<file path="config.mk">
export PLATFORM = sky130hd
export DESIGN_NAME = button_telegram_sender_core
export DESIGN_NICKNAME = d
export VERILOG_FILES = /design/src/rtl/bts_pkg.sv /design/src/rtl/bts_regs.sv /design/src/rtl/bts_tick.sv /design/src/rtl/bts_frame.sv /design/src/rtl/button_telegram_sender_core.sv
export SDC_FILE = /design/constraint.sdc
export NUM_CORES = 1
export LEC_CHECK = 0
export BUFFER_PORTS_ARGS = -buffer_cell sky130_fd_sc_hd__buf_2
export CORE_ASPECT_RATIO = 1.4
export CORE_MARGIN = 5
export CORE_UTILIZATION = 39
export CTS_BUF_LIST = sky130_fd_sc_hd__clkbuf_8
export DETAILED_ROUTE_END_ITERATION = 8
export GPL_ROUTABILITY_DRIVEN = 1
export GPL_TIMING_DRIVEN = 0
export PLACE_DENSITY = 0.52
export SETUP_SLACK_MARGIN = 0.2
export SYNTH_ARGS = -nofsm -noshare
export SYNTH_HDL_FRONTEND = slang
export SYNTH_SLANG_ARGS = --single-unit
</file>
<file path="constraint.sdc">
create_clock -name clk -period 10.9 [get_ports clk]
set_input_delay 2.18 -clock clk [delete_from_list [all_inputs] [get_ports clk]]
set_output_delay 2.18 -clock clk [all_outputs]
set_load 0.05 [all_outputs]
</file>
<file path="src/rtl/bts_pkg.sv">
// shared types, constants and the telegram framing function
// no dependencies; used by every module of the button telegram sender
package bts_pkg;

	localparam int FRAME_MAX = 7;
	localparam int CNT_W     = 3;

	localparam logic [7:0] FRAME_STX       = 8'h02;
	localparam logic [7:0] FRAME_ESC       = 8'h1B;
	localparam logic [7:0] CHECK_SEED      = 8'h55;
	localparam logic [7:0] STARTUP_PAYLOAD = 8'hFF;

	localparam logic [7:0] RST_ADDRESS   = 8'd0;
	localparam logic [7:0] RST_TIMEOUT_S = 8'd8;
	localparam logic [3:0] RST_REPEAT    = 4'd3;
	localparam logic [7:0] RST_TPS       = 8'd61;
	localparam logic [7:0] RST_MS_TICK   = 8'd16;
	localparam logic [7:0] RST_STEP_MS   = 8'd100;

	typedef enum logic [2:0] {
		REG_ADDRESS   = 3'd0,
		REG_TIMEOUT_S = 3'd1,
		REG_REPEAT    = 3'd2,
		REG_TPS       = 3'd3,
		REG_MS_TICK   = 3'd4,
		REG_STEP_MS   = 3'd5
	} cfg_idx_t;

	typedef struct packed {
		logic [7:0]  module_address;
		logic [7:0]  send_timeout_s;
		logic [3:0]  repeat_ticks;
		logic [7:0]  ticks_per_second;
		logic [7:0]  ms_per_tick;
		logic [7:0]  startup_step_ms;
		logic [15:0] startup_limit;
	} cfg_t;

	typedef struct packed {
		logic [FRAME_MAX-1:0][7:0] bytes;
		logic [CNT_W-1:0]          count;
	} frame_t;

	function automatic frame_t build_frame(input logic [7:0] addr, input logic [7:0] payload);
		frame_t           f;
		logic [7:0]       sum;
		logic [CNT_W-1:0] pos;
		logic [2:0][7:0]  fld;
		sum     = CHECK_SEED + FRAME_STX + addr + payload;
		f.bytes = '0;
		f.bytes[0] = FRAME_STX;
		pos    = 3'd1;
		fld[0] = addr;
		fld[1] = payload;
		fld[2] = sum;
		for (int i = 0; i < 3; i++) begin
			if (fld[i] == FRAME_STX || fld[i] == FRAME_ESC) begin
				f.bytes[pos]        = FRAME_ESC;
				f.bytes[pos + 3'd1] = ~fld[i];
				pos = pos + 3'd2;
			end else begin
				f.bytes[pos] = fld[i];
				pos = pos + 3'd1;
			end
		end
		f.count = pos;
		return f;
	endfunction

endpackage

</file>
<file path="src/rtl/bts_regs.sv">
// configuration register file with precomputed startup threshold
// depends on bts_pkg
module bts_regs (
	input  logic                 clk,
	input  logic                 arst_n,
	input  logic                 cfg_valid,
	output logic                 cfg_ready,
	input  logic [2:0]           cfg_index,
	input  logic [7:0]           cfg_data,
	output bts_pkg::cfg_t        cfg
);

	logic [7:0]  address_q;
	logic [7:0]  timeout_q;
	logic [3:0]  repeat_q;
	logic [7:0]  tps_q;
	logic [7:0]  ms_tick_q;
	logic [7:0]  step_q;
	logic [15:0] limit_q;

	assign cfg_ready = 1'b1;

	always_ff @(posedge clk or negedge arst_n) begin
		if (!arst_n) begin
			address_q <= bts_pkg::RST_ADDRESS;
			timeout_q <= bts_pkg::RST_TIMEOUT_S;
			repeat_q  <= bts_pkg::RST_REPEAT;
			tps_q     <= bts_pkg::RST_TPS;
			ms_tick_q <= bts_pkg::RST_MS_TICK;
			step_q    <= bts_pkg::RST_STEP_MS;
		end else if (cfg_valid && cfg_ready) begin
			unique case (bts_pkg::cfg_idx_t'(cfg_index))
				bts_pkg::REG_ADDRESS:   address_q <= cfg_data;
				bts_pkg::REG_TIMEOUT_S: timeout_q <= cfg_data;
				bts_pkg::REG_REPEAT:    repeat_q  <= cfg_data[3:0];
				bts_pkg::REG_TPS:       tps_q     <= cfg_data;
				bts_pkg::REG_MS_TICK:   ms_tick_q <= cfg_data;
				bts_pkg::REG_STEP_MS:   step_q    <= cfg_data;
				default: ;
			endcase
		end
	end

	// startup threshold, address times step
	always_ff @(posedge clk or negedge arst_n) begin
		if (!arst_n) begin
			limit_q <= '0;
		end else begin
			limit_q <= {8'h00, address_q} * {8'h00, step_q};
		end
	end

	assign cfg.module_address   = address_q;
	assign cfg.send_timeout_s   = timeout_q;
	assign cfg.repeat_ticks     = repeat_q;
	assign cfg.ticks_per_second = tps_q;
	assign cfg.ms_per_tick      = ms_tick_q;
	assign cfg.startup_step_ms  = step_q;
	assign cfg.startup_limit    = limit_q;

endmodule

</file>
<file path="src/rtl/bts_tick.sv">
// tick input register, timekeeping and press state, telegram framing
// depends on bts_pkg
module bts_tick (
	input  logic                  clk,
	input  logic                  arst_n,
	input  bts_pkg::cfg_t         cfg,
	input  logic                  in_valid,
	output logic                  in_stall,
	input  logic [1:0]            buttons_n,
	output bts_pkg::frame_t       frm,
	output logic                  frm_load,
	input  logic                  frm_free
);

	logic        valid_s1;
	logic [1:0]  buttons_s1;

	logic        startup_q;
	logic [15:0] elapsed_q;
	logic [7:0]  tis_q;
	logic [7:0]  sec_q;
	logic        held_q;
	logic [7:0]  start_q;
	logic [3:0]  phase_q;

	logic        startup_n;
	logic [15:0] elapsed_n;
	logic [7:0]  tis_inc;
	logic [7:0]  tis_n;
	logic [7:0]  sec_n;
	logic        held_n;
	logic [7:0]  start_n;
	logic [3:0]  phase_n;

	logic [1:0]  pressed;
	logic [7:0]  start_sel;
	logic [3:0]  phase_sel;
	logic [4:0]  phase_inc;
	logic [3:0]  period;
	logic        send;
	logic [7:0]  payload;
	logic        adv;

	always_comb begin
		pressed   = ~buttons_s1;
		elapsed_n = elapsed_q + {8'h00, cfg.ms_per_tick};
		tis_inc   = tis_q + 8'd1;
		if (tis_inc >= cfg.ticks_per_second) begin
			tis_n = '0;
			sec_n = sec_q + 8'd1;
		end else begin
			tis_n = tis_inc;
			sec_n = sec_q;
		end
		startup_n = startup_q;
		held_n    = held_q;
		start_n   = start_q;
		phase_n   = phase_q;
		start_sel = held_q ? start_q : sec_n;
		phase_sel = held_q ? phase_q : 4'd0;
		phase_inc = {1'b0, phase_sel} + 5'd1;
		period    = (cfg.repeat_ticks == 4'd0) ? 4'd1 : cfg.repeat_ticks;
		send      = 1'b0;
		payload   = bts_pkg::STARTUP_PAYLOAD;
		if (!startup_q) begin
			if (elapsed_n >= cfg.startup_limit) begin
				startup_n = 1'b1;
				send      = 1'b1;
			end
		end else if (pressed == 2'b00) begin
			held_n = 1'b0;
		end else begin
			held_n  = 1'b1;
			start_n = start_sel;
			phase_n = phase_sel;
			if (8'(sec_n - start_sel) < cfg.send_timeout_s) begin
				send    = (phase_sel == 4'd0);
				payload = {6'b000000, pressed};
				phase_n = (phase_inc >= {1'b0, period}) ? 4'd0 : phase_inc[3:0];
			end
		end
	end

	assign frm      = bts_pkg::build_frame(cfg.module_address, payload);
	assign adv      = valid_s1 && (!send || frm_free);
	assign frm_load = adv && send;
	assign in_stall = valid_s1 && !adv;

	always_ff @(posedge clk or negedge arst_n) begin
		if (!arst_n) begin
			valid_s1 <= 1'b0;
		end else if (!in_stall) begin
			valid_s1 <= in_valid;
		end
	end

	always_ff @(posedge clk) begin
		if (!in_stall && in_valid) begin
			buttons_s1 <= buttons_n;
		end
	end

	always_ff @(posedge clk or negedge arst_n) begin
		if (!arst_n) begin
			startup_q <= 1'b0;
			elapsed_q <= '0;
			tis_q     <= '0;
			sec_q     <= '0;
			held_q    <= 1'b0;
			start_q   <= '0;
			phase_q   <= '0;
		end else if (adv) begin
			startup_q <= startup_n;
			elapsed_q <= elapsed_n;
			tis_q     <= tis_n;
			sec_q     <= sec_n;
			held_q    <= held_n;
			start_q   <= start_n;
			phase_q   <= phase_n;
		end
	end

endmodule

</file>
<file path="src/rtl/bts_frame.sv">
// telegram byte serializer with output register
// depends on bts_pkg
module bts_frame (
	input  logic                  clk,
	input  logic                  arst_n,
	input  bts_pkg::frame_t       frm,
	input  logic                  frm_load,
	output logic                  frm_free,
	output logic                  out_valid,
	input  logic                  out_stall,
	output logic [7:0]            tx_byte,
	output logic                  last_byte
);

	logic [bts_pkg::FRAME_MAX-1:0][7:0] bytes_q;
	logic [bts_pkg::CNT_W-1:0]          cnt_q;
	logic                               out_valid_q;
	logic [7:0]                         tx_q;
	logic                               last_q;
	logic                               out_load;
	logic                               pop;

	assign out_load = !out_valid_q || !out_stall;
	assign pop      = out_load && (cnt_q != '0);
	assign frm_free = (cnt_q == '0) || ((cnt_q == 3'd1) && out_load);

	always_ff @(posedge clk or negedge arst_n) begin
		if (!arst_n) begin
			cnt_q       <= '0;
			out_valid_q <= 1'b0;
		end else begin
			if (frm_load) begin
				cnt_q <= frm.count;
			end else if (pop) begin
				cnt_q <= cnt_q - 3'd1;
			end
			if (pop) begin
				out_valid_q <= 1'b1;
			end else if (out_load) begin
				out_valid_q <= 1'b0;
			end
		end
	end

	always_ff @(posedge clk) begin
		if (frm_load) begin
			bytes_q <= frm.bytes;
		end else if (pop) begin
			bytes_q <= {8'h00, bytes_q[bts_pkg::FRAME_MAX-1:1]};
		end
		if (pop) begin
			tx_q   <= bytes_q[0];
			last_q <= (cnt_q == 3'd1);
		end
	end

	assign out_valid = out_valid_q;
	assign tx_byte   = tx_q;
	assign last_byte = last_q;

endmodule

</file>
<file path="src/rtl/button_telegram_sender_core.sv">
// top level of the button telegram sender
// depends on bts_pkg, bts_regs, bts_tick, bts_frame
//
// channel  signals                          handshake
// cfg      cfg_index, cfg_data              cfg_valid & cfg_ready
// in       buttons_n                        in_valid & !in_stall
// out      tx_byte, last_byte               out_valid & !out_stall
//
// a tick that sends nothing is taken every cycle
// a telegram is 4 to 7 bytes, one byte per cycle through the serializer while out_stall is low
// a tick that sends waits in the input register until the serializer is empty or moves its last byte out
// the first byte goes from the input register through the frame byte register into the output register
// arst_n clears control state and loads register defaults, data registers are not reset; cfg_ready is always high
module button_telegram_sender_core (
	input  logic       clk,
	input  logic       arst_n,
	input  logic       cfg_valid,
	output logic       cfg_ready,
	input  logic [2:0] cfg_index,
	input  logic [7:0] cfg_data,
	input  logic       in_valid,
	output logic       in_stall,
	input  logic [1:0] buttons_n,
	output logic       out_valid,
	input  logic       out_stall,
	output logic [7:0] tx_byte,
	output logic       last_byte
);

	bts_pkg::cfg_t   cfg;
	bts_pkg::frame_t frm;
	logic            frm_load;
	logic            frm_free;

	bts_regs u_regs (
		.clk       (clk),
		.arst_n    (arst_n),
		.cfg_valid (cfg_valid),
		.cfg_ready (cfg_ready),
		.cfg_index (cfg_index),
		.cfg_data  (cfg_data),
		.cfg       (cfg)
	);

	bts_tick u_tick (
		.clk       (clk),
		.arst_n    (arst_n),
		.cfg       (cfg),
		.in_valid  (in_valid),
		.in_stall  (in_stall),
		.buttons_n (buttons_n),
		.frm       (frm),
		.frm_load  (frm_load),
		.frm_free  (frm_free)
	);

	bts_frame u_frame (
		.clk       (clk),
		.arst_n    (arst_n),
		.frm       (frm),
		.frm_load  (frm_load),
		.frm_free  (frm_free),
		.out_valid (out_valid),
		.out_stall (out_stall),
		.tx_byte   (tx_byte),
		.last_byte (last_byte)
	);

endmodule

</file>
==> results of run 1 <==
-- placed cells by master, fill, tap and decap left out, drive strengths merged, types with 6 or more instances in the layout --
cell type / n
a21oi: 60
nand4: 11
clkinv: 7
o211ai: 8
a31oi: 15
dfstp: 12
o21ai: 84
fa: 38
nand3: 24
a21boi: 8
a21o: 16
xor2: 21
inv: 120
nand2b: 14
nand2: 153
edfxtp: 67
ha: 109
clkbuf: 51
o22a: 6
nor3b: 6
and2: 49
dfrtp: 99
mux2: 35
nor2: 80
buf: 46
xnor2: 50
nor2b: 10
nor3: 12
-- worst reg2reg max path: cells and delay by family (launching register included) --
family	cells	cell delay (ns)
AND/OR/NAND/NOR	14	2.45
adder cells (fa/ha/maj)	6	1.95
AO/OA/AOI/OAI	10	2.11
flip-flops	1	0.47
multiplexers	1	0.13
buffers and inverters	4	1.06
XOR/XNOR	4	0.91
-- cell families after synthesis --
kind of cell	synth area share, %
DFF	39.6
buffers and inverters	5.36
and+or+nand+nor	15.0
xor gates and xnor gates	5.47
adders and majority gates	17.5
AOI/OAI and AO/OA	13.3
muxes	3.58
other	0.0309
-- worst max-delay path by stage --
stage / from / cells after the start / to
6_report: u_tick.tis_q[0] / 39 / u_frame.bytes_q[1]
5_1_grt: u_tick.tis_q[0] / 39 / u_frame.bytes_q[1]
4_1_cts: u_tick.tis_q[0] / 39 / u_frame.bytes_q[1]
3_5_place_dp: u_tick.tis_q[0] / 39 / u_frame.bytes_q[1]
3_3_place_gp: u_tick.tis_q[0] / 39 / u_frame.bytes_q[1]
2_1_floorplan: u_tick.tis_q[0] / 25 / in_stall
-- metrics by stage --
stage	std cells	setup slack, ns	utilization (%)
finish	1693	1.57	43.1
global route	1693	0.734	43.1
CTS	1693	1.52	43.1
detailed placement	1661	1.59	41.7
global placement	1659	1.68	41.5
floorplan	1241	2.54	-
-- registers in the layout, indices dropped and copies added (netlist names) --
signal	count
u_tick.held_q	1
u_frame.out_valid	1
u_frame.cnt_q	3
u_frame.tx_byte	8
u_tick.start_q	8
u_regs.tps_q	8
u_tick.startup_q	1
u_regs.repeat_q	4
u_frame.last_byte	1
u_tick.valid_s1	1
u_tick.sec_q	8
u_regs.address_q	8
u_tick.phase_q	4
u_regs.limit_q	16
u_tick.buttons_s1	2
u_tick.elapsed_q	16
u_regs.ms_tick_q	8
u_regs.timeout_q	8
u_regs.step_q	8
u_frame.bytes_q	56
u_tick.tis_q	8
-- layout make-up --
cell class / instances / area (um^2)
Clock buffer: 18 / 248
Multi-Input combinational cell: 897 / 6670
Fill cell: 3041 / 17500
Inverter: 117 / 439
Clock inverter: 14 / 174
Buffer: 49 / 210
Timing Repair Buffer: 30 / 194
Tap cell: 390 / 488
Sequential cell: 178 / 4800
-- per-layer routing --
| metal | track usage (%) | vias up |
|---|---|---|
| li1 | - | 4355 |
| met1 | 21.6 | 4356 |
| met2 | 30.4 | 172 |
| met3 | 2.51 | 50 |
| met4 | 6.88 | 0 |
| met5 | 0 | - |
==> metrics, run 1 <==
full die area 34800 um^2; Clock Latency Late Sink 0.50 ns; Cell Area, Placed 12800 um^2; beginning of the worst hold path u_frame.bytes_q[0]; Seq cells post-synth 178; clock-pin slew on the worst setup and hold paths 0.10 ns; most frequently used flop master after synthesis sky130_fd_sc_hd__dfrtp_1; maximum fanout along the worst path 10; Tmin final 9.33 ns; R2R setup slack 1.57 ns; average cell area after synthesis between 9 and 10 um^2; required time worst endpoint 11.13 ns; count of synthesis-stage warnings from yosys 0; most used cell along the critical path sky130_fd_sc_hd__ha_1; Remaining DRCs 0; CP arrival between 9 and 10 ns; synthesized area 12100 um^2; number of cells produced by synthesis 1241; standard-cell row count 76; horizontal die dimension 159 um; hold-critical path depth 0; first-pass GRT wire length about 48 mm; initial antenna violation count 0; Bufs on Longest Clock Path 2; Tightest Hold Check Type reg2reg; CTS tree built; worst r2r path cells 39; Layout area overhead 9.13%; post-CTS setup buffer count 0; global placer's final weighted congestion 0.888; worst r2r src u_tick.tis_q[0]; htree depth 4; ant diodes 0; area share of the leading cell type in the synthesized netlist 20.4%; remaining number of nets flagged by the antenna check after routing 0; post-cts repair resize count 0; Worst Setup End Kind register; uppermost metal layer occupied by signal nets met4; most instantiated library cell after synthesis sky130_fd_sc_hd__nand2_1; routed metal-1 wire length 12.6 mm; wirelength, routed between 20 and 30 mm; Vias/cell ~5.3; post-synth cell types 82; fraction of final layout cells sized beyond drive strength 1 10.8%; category of cells accounting for the largest share of critical-path delay simple AND/OR/NAND/NOR gates; number of global-route vias before repair 9114; maximum number of pins on one net before global-route repair 60; relative slew slack 19.6%; Sum Neg Setup Slack 0 ns; number of enable flip-flop cells after synthesis 67; wire length on met2 14.9 mm; HPWL Detailed 22.0 mm; Floorplan Core Area 30700 um^2; final-layout worst hold slack between 0.4 and 0.5 ns; Via Count just under 9000; commonest cells in the netlist 152 x sky130_fd_sc_hd__nand2_1, 114 x sky130_fd_sc_hd__inv_1, 109 x sky130_fd_sc_hd__ha_1, 99 x sky130_fd_sc_hd__dfrtp_1, 81 x sky130_fd_sc_hd__o21ai_0; root buffer cell sky130_fd_sc_hd__clkbuf_8; clock sink count ~180; WL/cell 17.3 um; unrepaired setup endpoints after global routing false; hold worst-path end u_frame.tx_byte[0]; Final setup violation count 0; # Max-Cap Violations 0; result of the run finished, final reports clean; DIE HEIGHT 219 um; Synth area leader sky130_fd_sc_hd__dfrtp_1; fmax around 110 MHz; worst-case clock skew 0.0207 ns; Setup CP Type reg2reg; count of input and output buffers 28; share of the cycle needed by the critical path after routing 85.6%; Final Cell Area 13200 um^2; type of element launching the critical path register; end of the worst register-to-register path u_frame.bytes_q[1]; clock buffer count from CTS 17; global-route usage over all layers 17.4%; slowest cell on the critical path sky130_fd_sc_hd__dfrtp_1; initial standard-cell utilization of the core between 30% and 40%; number of placed I/O pins 30; Synth Net Count between 1000 and 1500; sequential element share of the synthesized area 39.6%; global-route congestion overflow total 0; main area contributors after synthesis sky130_fd_sc_hd__dfrtp_1 20%, sky130_fd_sc_hd__edfxtp_1 17%, sky130_fd_sc_hd__ha_1 11%, sky130_fd_sc_hd__fa_1 6.3%, sky130_fd_sc_hd__nand2_1 4.7%; met3 wire len about 960 um; length of the first detailed-routing pass in iterations 5; Post-synth ARST share 62.4%; Detailed Route Iter0 Violations ~480; Crit path buffers/inverters 4; number of pins exceeding their max-slew limit in the final report 0; Final #Nets 1455; Final Hold Vio Count 0; CTS Hold Buffers Added 0; critical path's largest stage delay ~0.47 ns; pin slew with the least headroom to its limit around 1.2 ns
Power of run 1 is not shown: default switching activity piles up to over one toggle a cycle in this logic, so the estimate is an artifact.
==> run 2: changes to the inputs <==
Settings changed: CORE_ASPECT_RATIO 1.4 to 0.75.
==> metrics, run 2 (synthesis results as in run 1) <==
standard-cell row count 55; pin slew with the least headroom to its limit 1.07 ns; relative slew slack 28.4%; Remaining DRCs 0; flip-flop count of the largest register after layout 56; Setup CP Type reg2reg; non-filler cells in the finished layout 1703; Final setup violation count 0; most flop-heavy register u_frame.bytes_q; utilization of the core after routing 43.3%; clock-pin slew on the worst setup and hold paths 0.09 ns; Tightest Hold Check Type reg2reg; DIE HEIGHT ~160 um; Layout area overhead 8.60%; ant diodes 0; first-pass GRT wire length 49.0 mm; Vias/cell approximately 5.2; Worst Setup End Kind register; R2R setup slack 1.35 ns; global-route congestion overflow total 0; global placer's final weighted congestion 0.896; worst-case clock skew 0.0157 ns; Final Hold Vio Count 0; count of input and output buffers 28; global-route usage over all layers 18.0%; most used cell along the critical path sky130_fd_sc_hd__ha_1; number of global-route vias before repair 8753; fraction of final layout cells sized beyond drive strength 1 10.7%; root buffer cell sky130_fd_sc_hd__clkbuf_8; share of the cycle needed by the critical path after routing between 80% and 90%; cell count after placement 1670; htree depth 4; Sum Neg Setup Slack 0 ns; post-cts repair resize count 0; horizontal die dimension 214 um; wirelength, routed 29.9 mm; fmax 105 MHz; result of the run finished, final reports clean; most frequent standard cell in the layout excluding fill and tap cells sky130_fd_sc_hd__nand2_1; WL/cell between 15 and 20 um; # Max-Cap Violations 0; full die area ~35000 um^2; Clock Latency Late Sink around 0.50 ns; slowest cell on the critical path sky130_fd_sc_hd__xnor2_1; required time worst endpoint 11.26 ns; critical path's largest stage delay 0.84 ns; initial antenna violation count 2; Floorplan Core Area 30400 um^2; remaining number of nets flagged by the antenna check after routing 0; number of pins exceeding their max-slew limit in the final report 0; maximum fanout along the worst path 10; initial standard-cell utilization of the core roughly two fifths; Via Count 8841; length of the first detailed-routing pass in iterations 5; Detailed Route Iter0 Violations 518; Final #Nets 1456; number of placed I/O pins 30; clock buffer count from CTS 17; maximum number of pins on one net before global-route repair 58; final critical-path setup slack 1.35 ns; worst setup slack after placement approximately 1.5 ns; clock sink count 178; Bufs on Longest Clock Path 2; post-CTS setup buffer count 0; HPWL Detailed 22.5 mm; leading cell types in the layout, fill and taps excluded 151 x sky130_fd_sc_hd__nand2_1, 116 x sky130_fd_sc_hd__inv_1, 109 x sky130_fd_sc_hd__ha_1; CTS tree built; CTS Hold Buffers Added 0; unrepaired setup endpoints after global routing false; CP arrival 9.90 ns; Tmin final 9.55 ns; # fillers 3054; type of element launching the critical path register; biggest regs u_frame.bytes_q x56, u_regs.limit_q x16, u_tick.elapsed_q x16
==> run 2: changes by cell type in the layout (fill, tap and decap cells not counted), sizes merged <==
cell      delta
bufinv       -3
clkbuf       -1
buf          +1
inv          +3
clkinvlp     +1
==> run 2: routing by layer <==
metal  global-route usage (%)  vias to the layer above  routed length [um]
met5                        0                        -                  13
met4                     3.61                        2                 333
met3                     4.79                       24                1700
met2                     25.8                      167               12500
met1                     27.5                     4288               15400
li1                         -                     4360                   -
==> run 2: final cells by class <==
cell class / count / area (um^2) / share of cell area [%]
multi-input cells: 897 / 6670 / 50.7
flip-flops and latches: 178 / 4800 / 36.5
well taps: 399 / 499 / 3.79
inverters: 117 / 439 / 3.34
clock buffers: 17 / 234 / 1.78
plain buffers: 49 / 210 / 1.60
repair buffers: 31 / 199 / 1.51
clock inverters: 15 / 108 / 0.818
==> run 2: final timing paths <==
| path | startpoint | to | cells after the start |
|---|---|---|---|
| setup / recovery | u_tick.tis_q[0] | u_frame.bytes_q[36] | 38 |
| hold / removal | u_frame.bytes_q[2] | u_frame.tx_byte[2] | 0 |
| setup reg to reg | u_tick.tis_q[0] | u_frame.bytes_q[36] | 38 |
| hold reg to reg | u_frame.bytes_q[2] | u_frame.tx_byte[2] | 0 |
| max in group asynchronous | arst_n | u_regs.repeat_q[1] | 2 |
| min in group asynchronous | arst_n | u_regs.limit_q[13] | 1 |
==> run 2: metrics by stage <==
stage	hold WS, ns	area [um^2]
floorplan	0.400	12100
global placement	0.402	12800
detailed placement	0.407	12800
CTS	0.431	13200
global route	0.436	13200
finish	0.427	13200
==> run 2: worst max-delay path, delay by kind of cell (launching register included) <==
kind / cells / cell delay, ns
xor+xnor: 4 / 1.47
flops: 1 / 0.47
simple gates: 7 / 1.42
fa+ha+maj: 7 / 1.74
buf+inv: 5 / 0.98
compound gates: 15 / 3.31
Power of run 2 is left out for the same reason.
==> run 3: changes to the inputs <==
Settings changed: SYNTH_HIERARCHICAL set to 1.
==> metrics, run 3 <==
leading cell types in the layout, fill and taps excluded 129 x sky130_fd_sc_hd__inv_1, 120 x sky130_fd_sc_hd__nand2_1, 110 x sky130_fd_sc_hd__ha_1; number of enable flip-flop cells after synthesis 67; Tmin final 9.68 ns; fraction of final layout cells sized beyond drive strength 1 16.4%; ant diodes 0; number of pins exceeding their max-slew limit in the final report 0; average cell area after synthesis 10.5 um^2; Floorplan Core Area 32300 um^2; main area contributors after synthesis sky130_fd_sc_hd__dfrtp_1 19%, sky130_fd_sc_hd__edfxtp_1 16%, sky130_fd_sc_hd__ha_1 11%, sky130_fd_sc_hd__fa_1 6.0%, sky130_fd_sc_hd__mux2_2 5.4%; number of global-route vias before repair about 8600; worst setup slack after placement 1.02 ns; GRT Max-Usage Layer met1; most used cell along the critical path sky130_fd_sc_hd__ha_1; standard-cell row count 57; Tightest Hold Check Type reg2reg; horizontal die dimension 219 um; global placer's final weighted congestion 0.833; # Max-Cap Violations 0; fmax 103 MHz; type of element launching the critical path register; root buffer cell sky130_fd_sc_hd__clkbuf_8; CP arrival 9.93 ns; Remaining DRCs 0; slowest cell on the critical path sky130_fd_sc_hd__a2111oi_4; post-synth cell types 93; WL/cell 17.2 um; Via Count 8871; Synth Net Count 1375; number of placed I/O pins 30; Crit path buffers/inverters 7; utilization of the core after routing 42.9%; number of cells produced by synthesis about 1200; relative slew slack between 20% and 30%; remaining number of nets flagged by the antenna check after routing 0; most instantiated library cell after synthesis sky130_fd_sc_hd__inv_1; maximum fanout along the worst path 10; category of cells accounting for the largest share of critical-path delay compound AO/OA/AOI/OAI gates; worst-case clock skew 0.0171 ns; synthesized area 12700 um^2; Final setup violation count 0; maximum number of pins on one net before global-route repair 87; most frequent standard cell in the layout excluding fill and tap cells sky130_fd_sc_hd__inv_1; initial antenna violation count 2; CTS tree built; DIE HEIGHT 167 um; Final #Nets between 1000 and 1500; global-route usage over all layers between 10% and 20%; Bufs on Longest Clock Path 2; Detailed Route Iter0 Violations 582; most flop-heavy register u_frame/bytes_q; Layout area overhead 8.79%; clock buffer count from CTS 17; Final Hold Vio Count 0; wirelength, routed 29.4 mm; clock sink count 178; Vias/cell 5.19; initial standard-cell utilization of the core 39.4%; area share of the leading cell type in the synthesized netlist between 15 and 20%; count of input and output buffers 26; Setup CP Type reg2reg; GR Util met3 2.96%; unrepaired setup endpoints after global routing false; sequential element share of the synthesized area between 30% and 40%; share of the cycle needed by the critical path after routing 88.9%; flip-flop count of the largest register after layout between 50 and 60; count of synthesis-stage warnings from yosys 6; result of the run finished, final reports clean; pin slew with the least headroom to its limit ~1.2 ns; HPWL Detailed 21.8 mm; biggest regs u_frame/bytes_q x56, u_regs/limit_q x16, u_tick/elapsed_q x16; most frequently used flop master after synthesis sky130_fd_sc_hd__dfrtp_1; Clock Latency Late Sink between 0.4 and 0.5 ns; GR Layer Usage met2 24.3%; full die area 36400 um^2; Sum Neg Setup Slack 0 ns; post-CTS setup buffer count 0; critical path's largest stage delay 0.61 ns; Post-synth ARST share 62.4%; required time worst endpoint ~11 ns; Seq cells post-synth 178; commonest cells in the netlist 128 x sky130_fd_sc_hd__inv_1, 120 x sky130_fd_sc_hd__nand2_1, 110 x sky130_fd_sc_hd__ha_1, 99 x sky130_fd_sc_hd__dfrtp_1; length of the first detailed-routing pass in iterations 5; htree depth 4; first-pass GRT wire length 48.0 mm; final critical-path setup slack 1.22 ns; global-route congestion overflow total 0; Synth area leader sky130_fd_sc_hd__dfrtp_1; clock-pin slew on the worst setup and hold paths 0.10 ns; grt met1 use 26.1%; Worst Setup End Kind register
run 3: layer usage:
metal,up-vias,wire [um]
li1,4293,-
met1,4418,15300
met2,143,12900
met3,17,1050
met4,0,234
met5,-,0
run 3: cell type report:
class | instances | area, um^2
fill | 3161 | 18400
multi-input combinational | 870 | 7280
sequential | 178 | 4800
tap | 442 | 553
inverter | 130 | 488
clock buffer | 17 | 234
buffer | 31 | 178
timing repair buffer | 27 | 164
clock inverter | 15 | 159
run 3: stage by stage:
stage / hold WS (ns) / cell area (um^2) / instances
2_1_floorplan: 0.400 / 12700 / 1209
3_3_place_gp: 0.407 / 13400 / 1677
3_5_place_dp: 0.406 / 13500 / 1678
4_1_cts: 0.433 / 13800 / 1710
5_1_grt: 0.439 / 13900 / 1710
6_report: 0.427 / 13900 / 1710
run 3: worst paths after layout:
check                                         from  depth (start not counted)                   to  slack [ns]
worst min-delay path            u_frame/bytes_q[3]                          0   u_frame/tx_byte[3]        0.43
worst min register to register  u_frame/bytes_q[3]                          0   u_frame/tx_byte[3]        0.43
min in group asynchronous                   arst_n                          1      u_tick/tis_q[6]        1.54
max in group asynchronous                   arst_n                          2     u_regs/step_q[6]        8.61
worst max register to register     u_tick/tis_q[0]                         39  u_frame/bytes_q[14]        1.22
worst max-delay path               u_tick/tis_q[0]                         39  u_frame/bytes_q[14]        1.22
run 3: kinds of logic (layout without fill, tap and decap cells):
family | Yosys count | count (layout) | synth area share, %
adder cells (fa/ha/maj) | 148 | 148 | 16.8
AO/OA/AOI/OAI | 211 | 211 | 11.4
flip-flops | 178 | 178 | 37.7
XOR/XNOR | 65 | 65 | 4.75
multiplexers | 107 | 107 | 10.5
other | 1 | 1 | 0.0294
AND/OR/NAND/NOR | 338 | 338 | 13.6
buffers and inverters | 161 | 220 | 5.22
run 3: timing repair:
item	CTS	global route
hold buffers	0	0
setup endpoints to repair	0	11
resized for setup	0	1
hold endpoints to repair	0	0
Power of run 3 is left out for the same reason.
